**src/rtl/esfd_pkg.sv**
```systemverilog
// ----------------------------------------------------------------------------
// esfd_pkg
// Types and constants shared by the elevator status frame deframer.
// ----------------------------------------------------------------------------
package esfd_pkg;

  localparam int NUM_LINKS     = 4;
  localparam int NUM_ELEVATORS = 16;
  localparam int FRAME_LEN     = 8;

  localparam int LINK_IW  = (NUM_LINKS > 1) ? $clog2(NUM_LINKS) : 1;
  localparam int ELEV_IW  = (NUM_ELEVATORS > 1) ? $clog2(NUM_ELEVATORS) : 1;
  localparam int PHASE_W  = $clog2(FRAME_LEN);

  localparam logic [8:0] ELEV_COUNT = 9'(NUM_ELEVATORS);

  localparam logic [7:0] HDR_FIRST   = 8'hAA;
  localparam logic [7:0] HDR_SECOND  = 8'h55;
  localparam logic [7:0] FLAG_VALID  = 8'h01;
  localparam logic [7:0] FLOOR_RESET = 8'hFF;

  // configuration register indexes
  localparam int REG_IDX_W = 2;
  localparam logic [REG_IDX_W-1:0] REG_ARRIVAL    = 2'd0;
  localparam logic [REG_IDX_W-1:0] REG_STATUS_ACK = 2'd1;
  localparam logic [REG_IDX_W-1:0] REG_INIT_ACK   = 2'd2;

  // per-link receive phase: hunt, second header byte, then frame bytes 2..7
  typedef enum logic [PHASE_W-1:0] {
    PH_HUNT  = 3'd0,
    PH_HDR2  = 3'd1,
    PH_FLOOR = 3'd2,
    PH_FLAG  = 3'd3,
    PH_CMD   = 3'd4,
    PH_ID    = 3'd5,
    PH_ROBOT = 3'd6,
    PH_CSUM  = 3'd7
  } phase_t;

  typedef enum logic [1:0] {
    KIND_FLOOR = 2'd0,
    KIND_RESET = 2'd1,
    KIND_NONE  = 2'd2
  } kind_t;

  typedef struct packed {
    logic [7:0] arrival;
    logic [7:0] status_ack;
    logic [7:0] init_ack;
  } cfg_t;

  typedef struct packed {
    kind_t      kind;
    logic [7:0] id;
    logic [7:0] floor;
  } frame_t;

  typedef struct packed {
    kind_t             kind;
    logic [7:0]        id;
    logic signed [7:0] door_floor;
    logic              reset_done;
    logic              applied;
  } result_t;

endpackage

```
**src/rtl/elevator_status_frame_deframer.sv**
```systemverilog
// ----------------------------------------------------------------------------
// elevator_status_frame_deframer
// Per-link deframing of elevator status frames with an elevator state table.
// ----------------------------------------------------------------------------
// Usage:
//  - Slave stream: one received byte per request, s_tdata = byte, s_tuser =
//    link number. Each link hunts for the 0xAA 0x55 header on its own and
//    collects six more bytes; the eighth byte of a frame completes it.
//  - Master stream: one request per completed frame, m_tuser = frame kind
//    (floor update, reset acknowledge, no effect), m_tdata = elevator id,
//    stored open-door floor, stored reset-ok flag and an in-table flag.
//    Header and data bytes, and bytes on links outside the range, give none.
//  - Config: cfg_wen/cfg_idx/cfg_data write the arrival, status-ack and
//    init-ack command codes; write them only while the block is idle.
//  - Throughput: one byte per cycle, sustained while no stall drops s_tready, any mix of links.
//  - Path: the result of a frame shows on m_tvalid once the request carrying
//    its last byte has passed the input register, frame register, table
//    read register and result register.
//  - Stall: the frame, table-read and result registers hold one frame each,
//    so bytes keep flowing while a result waits; s_tready drops only when a
//    completing byte finds all of them full.
//  - Reset: synchronous rst puts every link back to hunting, floors to -1,
//    reset-ok flags to 0 and the codes to 0/1/2. No clearing pass.
// ----------------------------------------------------------------------------
module elevator_status_frame_deframer (
  input  logic                          clk,
  input  logic                          rst,
  // config write port
  input  logic                          cfg_wen,
  input  logic [esfd_pkg::REG_IDX_W-1:0] cfg_idx,
  input  logic [7:0]                    cfg_data,
  // received bytes
  input  logic                          s_tvalid,
  output logic                          s_tready,
  input  logic [7:0]                    s_tdata,   // [7:0] rx_byte
  input  logic [1:0]                    s_tuser,   // [1:0] link_id
  // frame results
  output logic                          m_tvalid,
  input  logic                          m_tready,
  output logic [23:0]                   m_tdata,   // [7:0] elevator_number,
                                                   // [15:8] door_floor,
                                                   // [16] reset_done,
                                                   // [17] entry_applied
  output logic [1:0]                    m_tuser    // [1:0] frame_kind
);
  import esfd_pkg::*;

  cfg_t    cfg;
  logic    fr_valid;
  logic    fr_ready;
  frame_t  fr;
  result_t res;

  // command code registers
  always_ff @(posedge clk) begin
    if (rst) begin
      cfg.arrival    <= 8'd0;
      cfg.status_ack <= 8'd1;
      cfg.init_ack   <= 8'd2;
    end else if (cfg_wen) begin
      case (cfg_idx)
        REG_ARRIVAL:    cfg.arrival    <= cfg_data;
        REG_STATUS_ACK: cfg.status_ack <= cfg_data;
        REG_INIT_ACK:   cfg.init_ack   <= cfg_data;
        default: begin
          // unmapped index: write dropped
        end
      endcase
    end
  end

  esfd_link_framer u_framer (
    .clk      (clk),
    .rst      (rst),
    .cfg      (cfg),
    .in_req   (s_tvalid),
    .in_ready (s_tready),
    .link_id  (s_tuser),
    .rx_byte  (s_tdata),
    .fr_valid (fr_valid),
    .fr_ready (fr_ready),
    .fr       (fr)
  );

  esfd_elev_table u_table (
    .clk       (clk),
    .rst       (rst),
    .fr_valid  (fr_valid),
    .fr_ready  (fr_ready),
    .fr        (fr),
    .res_valid (m_tvalid),
    .res_ready (m_tready),
    .res       (res)
  );

  assign m_tdata = {6'd0, res.applied, res.reset_done, res.door_floor, res.id};
  assign m_tuser = res.kind;

endmodule

```
**src/rtl/esfd_link_framer.sv**
```systemverilog
// ----------------------------------------------------------------------------
// esfd_link_framer
// Input register, per-link header hunt and byte capture, frame register.
// ----------------------------------------------------------------------------
module esfd_link_framer (
  input  logic            clk,
  input  logic            rst,
  input  esfd_pkg::cfg_t  cfg,
  input  logic            in_req,
  output logic            in_ready,
  input  logic [1:0]      link_id,
  input  logic [7:0]      rx_byte,
  output logic            fr_valid,
  input  logic            fr_ready,
  output esfd_pkg::frame_t fr
);
  import esfd_pkg::*;

  logic              in_valid;
  logic [1:0]        in_link;
  logic [7:0]        in_byte;

  phase_t            phase [NUM_LINKS];
  logic [31:0]       capture [NUM_LINKS];

  logic [LINK_IW-1:0] lidx;
  logic              link_ok;
  phase_t            cur;
  phase_t            phase_next;
  logic              cap_we;
  logic [1:0]        cap_sel;
  logic              done;
  logic              fr_free;
  logic              stall;
  logic [31:0]       cap;
  frame_t            frame_next;

  assign lidx    = LINK_IW'(in_link);
  assign link_ok = ({30'd0, in_link} < 32'(NUM_LINKS));
  assign cur     = phase[lidx];

  // next phase
  always_comb begin
    case (cur)
      PH_HUNT: begin
        phase_next = (in_byte == HDR_FIRST) ? PH_HDR2 : PH_HUNT;
      end
      PH_HDR2: begin
        if (in_byte == HDR_SECOND) begin
          phase_next = PH_FLOOR;
        end else if (in_byte == HDR_FIRST) begin
          phase_next = PH_HDR2;
        end else begin
          phase_next = PH_HUNT;
        end
      end
      PH_CSUM: begin
        phase_next = PH_HUNT;
      end
      default: begin
        phase_next = phase_t'(cur + 3'd1);
      end
    endcase
  end

  // per-phase actions
  always_comb begin
    cap_we  = 1'b0;
    done    = 1'b0;
    cap_sel = 2'(cur - PH_FLOOR);
    case (cur)
      PH_FLOOR, PH_FLAG, PH_CMD, PH_ID: begin
        cap_we = 1'b1;
      end
      PH_CSUM: begin
        done = 1'b1;
      end
      default: begin
        cap_we = 1'b0;
      end
    endcase
  end

  // frame decode: arrival, then status ack (both need the flag), then init ack
  assign cap = capture[lidx];
  always_comb begin
    frame_next.floor = cap[7:0];
    frame_next.id    = cap[31:24];
    if (cap[23:16] == cfg.arrival && cap[15:8] == FLAG_VALID) begin
      frame_next.kind = KIND_FLOOR;
    end else if (cap[23:16] == cfg.status_ack && cap[15:8] == FLAG_VALID) begin
      frame_next.kind = KIND_FLOOR;
    end else if (cap[23:16] == cfg.init_ack) begin
      frame_next.kind = KIND_RESET;
    end else begin
      frame_next.kind = KIND_NONE;
    end
  end

  assign fr_free  = !fr_valid || fr_ready;
  assign stall    = in_valid && link_ok && done && !fr_free;
  assign in_ready = !in_valid || !stall;

  always_ff @(posedge clk) begin
    if (rst) begin
      in_valid <= 1'b0;
      fr_valid <= 1'b0;
      for (int i = 0; i < NUM_LINKS; i++) begin
        phase[i] <= PH_HUNT;
      end
    end else begin
      if (in_ready) begin
        in_valid <= in_req;
      end
      if (in_valid && link_ok && !stall) begin
        phase[lidx] <= phase_next;
      end
      if (fr_free) begin
        fr_valid <= in_valid && link_ok && done;
      end
    end
  end

  always_ff @(posedge clk) begin
    if (in_ready) begin
      in_link <= link_id;
      in_byte <= rx_byte;
    end
    if (in_valid && link_ok && cap_we) begin
      capture[lidx][cap_sel*8 +: 8] <= in_byte;
    end
    if (fr_free) begin
      fr <= frame_next;
    end
  end

endmodule

```
**src/rtl/esfd_elev_table.sv**
```systemverilog
// ----------------------------------------------------------------------------
// esfd_elev_table
// Elevator floor / reset-ok table: read stage, update and result register.
// ----------------------------------------------------------------------------
module esfd_elev_table (
  input  logic              clk,
  input  logic              rst,
  input  logic              fr_valid,
  output logic              fr_ready,
  input  esfd_pkg::frame_t  fr,
  output logic              res_valid,
  input  logic              res_ready,
  output esfd_pkg::result_t res
);
  import esfd_pkg::*;

  logic [7:0]               floor_mem [NUM_ELEVATORS];
  logic [NUM_ELEVATORS-1:0] floor_set;
  logic [NUM_ELEVATORS-1:0] reset_ok;

  logic               rd_valid;
  frame_t             rd;
  logic               rd_fwd;
  logic [7:0]         rd_fwd_floor;
  logic [7:0]         mem_q;

  logic [ELEV_IW-1:0] fr_idx;
  logic [ELEV_IW-1:0] rd_idx;
  logic               rd_inside;
  logic               out_free;
  logic               rd_free;
  logic               fr_adv;
  logic               wr_floor;
  logic               wr_rst;
  logic [7:0]         stored;
  result_t            res_next;

  assign fr_idx    = fr.id[ELEV_IW-1:0];
  assign rd_idx    = rd.id[ELEV_IW-1:0];
  assign rd_inside = ({1'b0, rd.id} < ELEV_COUNT);

  assign out_free = !res_valid || res_ready;
  assign rd_free  = !rd_valid || out_free;
  assign fr_ready = rd_free;
  assign fr_adv   = fr_valid && rd_free;

  assign wr_floor = rd_valid && out_free && rd_inside && (rd.kind == KIND_FLOOR);
  assign wr_rst   = rd_valid && out_free && rd_inside && (rd.kind == KIND_RESET);

  // mem_q misses a write landing on the read edge itself: forward it
  assign stored = rd_fwd ? rd_fwd_floor : (floor_set[rd_idx] ? mem_q : FLOOR_RESET);

  always_comb begin
    res_next.kind = rd.kind;
    res_next.id   = rd.id;
    if (rd_inside) begin
      res_next.door_floor = (rd.kind == KIND_FLOOR) ? rd.floor : stored;
      res_next.reset_done = (rd.kind == KIND_RESET) || reset_ok[rd_idx];
      res_next.applied    = 1'b1;
    end else begin
      res_next.door_floor = 8'sd0;
      res_next.reset_done = 1'b0;
      res_next.applied    = 1'b0;
    end
  end

  always_ff @(posedge clk) begin
    if (rst) begin
      rd_valid  <= 1'b0;
      res_valid <= 1'b0;
      floor_set <= '0;
      reset_ok  <= '0;
    end else begin
      if (rd_free) begin
        rd_valid <= fr_valid;
      end
      if (out_free) begin
        res_valid <= rd_valid;
      end
      if (wr_floor) begin
        floor_set[rd_idx] <= 1'b1;
      end
      if (wr_rst) begin
        reset_ok[rd_idx] <= 1'b1;
      end
    end
  end

  // floor memory: one write, one registered read
  always_ff @(posedge clk) begin
    if (wr_floor) begin
      floor_mem[rd_idx] <= rd.floor;
    end
    if (fr_adv) begin
      mem_q <= floor_mem[fr_idx];
    end
  end

  always_ff @(posedge clk) begin
    if (rd_free) begin
      rd           <= fr;
      rd_fwd       <= wr_floor && (rd_idx == fr_idx);
      rd_fwd_floor <= rd.floor;
    end
    if (out_free) begin
      res <= res_next;
    end
  end

endmodule

```
**config.mk**
```make
export PLATFORM = sky130hd
export DESIGN_NAME = elevator_status_frame_deframer
export DESIGN_NICKNAME = d
export VERILOG_FILES = /design/src/rtl/esfd_pkg.sv /design/src/rtl/elevator_status_frame_deframer.sv /design/src/rtl/esfd_link_framer.sv /design/src/rtl/esfd_elev_table.sv
export SDC_FILE = /design/constraint.sdc
export NUM_CORES = 1
export LEC_CHECK = 0
export ABC_AREA = 1
export BUFFER_PORTS_ARGS = -buffer_cell sky130_fd_sc_hd__buf_2
export CORE_MARGIN = 1
export CORE_UTILIZATION = 35
export CTS_CLUSTER_DIAMETER = 150
export DETAILED_ROUTE_END_ITERATION = 12
export PLACE_DENSITY_LB_ADDON = 0.08
export SLEW_MARGIN = 25
export SYNTH_ARGS = -nofsm -noshare
export SYNTH_HDL_FRONTEND = slang
export SYNTH_SLANG_ARGS = --single-unit
```
**constraint.sdc**
```tcl
create_clock -name clk -period 3.1 [get_ports clk]
set_input_delay 0.62 -clock clk [delete_from_list [all_inputs] [get_ports clk]]
set_output_delay 0.62 -clock clk [all_outputs]
set_load 0.02 [all_outputs]
```
==> metrics.md <==
| Metric | Value |
|---|---|
| Dpl cell area | 17730 um^2 |
| Leakage Power | 7.366 nW |
| Synth-to-layout area growth | 15.46% |
| Clk_skew | 0.01362 ns |
| CP arrival | 2.34 ns |
| Total grt overflow | 0 |
| Die ar. | 48930 um^2 |
| Most numerous cell in the Yosys netlist | edfxtp_1 |
| Final Cycle Share | 95.52% |
| CTS root buffer | clkbuf_16 |
| Dpl ws | 0.1876 ns |
| CP Class | reg2out |
| Synthesis Warnings | 0 |
| Die width | 221.2 um |
| Clk slew on worst S/H paths | 0.06 ns |
| Status | finished clean |
| ANT cells | 0 |
| Hold Buf Count CTS | 0 |
| Fin util | 41.35% |
| Fraction of layout instances using a drive strength above 1 | 12.22% |
| Largest net degree at the start of global routing | 68 |
| Compound-Gate Fraction of Synth Area | 8.594% |
| Synth Area in XOR/XNOR | 0.5208% |
| GRT Total Usage | 17.41% |
| Post-DR vias/cell | 4.867 |
| Crit path time final | 2.961 ns |
| Max FO, Critical Path | 16 |
| RSZ-0062 raised after global routing | no |
| Final Routed Wirelength | 42230 um |
| Fin. Hold Viols | 0 |
| Synth Area in Adders | 0.6696% |
| Overall power | 12.62 mW |
| Post-Synthesis Cells | 1460 |
| Crit end category | output port |
| Yosys reg bits | 413 |
| Post-synth EDFFs | 351 |
| Storage element area | 11790 um^2 |
| DP HPWL | 28530 um |
| Main combinational cell family by area after synthesis | simple AND/OR/NAND/NOR gates |
| Setup TNS Final | 0 ns |
| Cell area after layout | 19420 um^2 |
| Ys async rst share | 0% |
| Remaining routing DRC violations | 0 |
| Synth top area share | 62.68% |
| Vias | 10560 |
| Die H | 221.2 um |
| Clk buf depth | 3 |
| Drt first pass iters | 5 |
| Mux cell area share after synthesis | 1.429% |
| Commonest cells in the netlist | 351 x edfxtp_1, 294 x nand2_1, 173 x nor2_1 |
| Drt initial violations | 635 |
| Initial Util | 35.82% |
| First-pass GRT wire length | 64470 um |
| Cell area after synthesis | 16820 um^2 |
| # nets final | 1559 |
| Top_reg_cell synth | edfxtp_1 |
| FF-to-FF setup slack | 0.36 ns |
| Fillers | 4453 |
| Multi-input logic area | 4257 um^2 |
| Total I/O pin count | 53 |
| Num Clock Sinks | 413 |
| Hold_ws | 0.2298 ns |
| Routability cong. | 0.8167 |
| Yosys cell types | 33 |
| H-Tree Depth | 2 |
| Placed cell count | 2081 |
| Slew @ Worst Pin | 0.9639 ns |
| Slew Limit Fails | 0 |
| Port Buf Inserts | 46 |
| CORE AREA | 46950 um^2 |
| Maximum vdd ir drop | 0.3498 mV |
| Finish-stage setup viols | 0 |
| Startpoint Class | flip-flop |
| HP Class | in2reg |
| Routed Antenna Nets | 0 |
| Slew HR | 35.74% |
| Vias in the first global route | 10700 |
| Initial antenna violation count | 0 |
| Post-synthesis sequential area ratio | 70.06% |
| Synth top area cells | edfxtp_1 63%, dfxtp_1 7.4%, nand2_1 6.6% |
| Total CTS buffers | 46 |
| Drt wl/cell | 19.46 um |
| Post-synthesis simple-gate area fraction | 13.81% |
| Fmax | 0.3377 GHz |
| P per Cell Area | 650.0 nW/um^2 |
| Final WS setup | 0.1388 ns |
| Max_cap viols | 0 |
| Final non-filler cell total | 2170 |
| CTS tree | done |
| Skew-Pair Late Insertion Delay | 0.57 ns |
| Synth area leader | edfxtp_1 |
| Row count | 79 |
| Worst Path Required | 2.48 ns |
| Avg Inst Size Synth | 11.52 um^2 |
==> worst max-delay path: stages, from the launching register on <==
cell     delay (ns)
dfxtp_4        0.38
inv_4          0.11
nand2_1        0.07
nand3_1        0.08
nand2_2        0.11
inv_1          0.14
ha_2           0.21
ha_2           0.21
nand3_2        0.12
buf_8          0.20
buf_2          0.16
==> layer usage <==
layer / vias up / track usage, % / part of all wire [%]
met5: - / 0 / 0
met4: 0 / 6.474 / 3.0
met2: 180 / 31.12 / 52
met3: 77 / 2.417 / 2.9
li1: 5218 / - / -
met1: 5087 / 21.29 / 42
==> flip-flops by register name (all words and copies together) (netlist names), 2 cells and up, named ones only <==
name	count
u_framer.in_link	2
u_table.reset_ok	16
u_framer.capture	128
u_framer.in_byte	8
u_table.rd	18
cfg	24
u_table.res	20
u_table.mem_q	8
u_table.floor_set	16
u_framer.fr	18
u_framer.phase	12
u_table.rd_fwd_floor	8
u_table.floor_mem	128
==> report_power, final <==
part / switching (mW) / internal [mW] / total (mW) / leakage [nW]
clock: 2.24 / 3.43 / 5.67 / 0.794
sequential: 0.0954 / 6.13 / 6.22 / 3.88
combinational: 0.512 / 0.213 / 0.724 / 2.69
total: 2.84 / 9.78 / 12.6 / 7.37
==> placed cells by master, fill, tap and decap left out, types with 19 or more instances in the layout <==
| master | count |
|---|---|
| mux2i_1 | 24 |
| o221ai_1 | 24 |
| dfxtp_1 | 61 |
| nor2_1 | 173 |
| nand3_1 | 46 |
| nand2_1 | 293 |
| clkbuf_16 | 50 |
| buf_2 | 46 |
| nor3_1 | 19 |
| o21ai_0 | 110 |
| edfxtp_1 | 351 |
| o22ai_1 | 24 |
| buf_4 | 32 |
| inv_1 | 120 |
| a21oi_1 | 60 |
==> final cells by class <==
type                            instances  area share [%]
Inverter                              122           2.384
Sequential cell                       413           60.70
Tap cell                              607           3.912
Clock inverter                         22           1.179
Multi-Input combinational cell        860           21.92
Clock buffer                           64           7.069
Timing Repair Buffer                   82           2.835
==> cell families (layout without fill, tap and decap cells) <==
| kind of cell | Yosys count | count (layout) |
|---|---|---|
| buffers and inverters | 192 | 290 |
| multiplexers | 24 | 24 |
| XOR/XNOR | 10 | 10 |
| adder cells (fa/ha/maj) | 9 | 9 |
| other | 1 | 6 |
| AO/OA/AOI/OAI | 248 | 248 |
| flip-flops | 413 | 413 |
| AND/OR/NAND/NOR | 563 | 563 |
==> repair_timing <==
item,CTS,global route
cloned,0,1
setup endpoints to repair,1,1
setup buffers,0,2
gates resized for setup,4,7
pin swaps,0,1
==> final timing paths <==
path / startpoint / endpoint / depth (start not counted)
max: flip-flop / s_tready / 10
min: s_tdata[4] / u_framer.in_byte[4] / 1
max reg2reg: flip-flop / u_framer.capture[2][1] / 12
min reg2reg: u_framer.fr[17] / u_table.rd[17] / 0
Note: power is estimated with default switching activity, not from simulation.
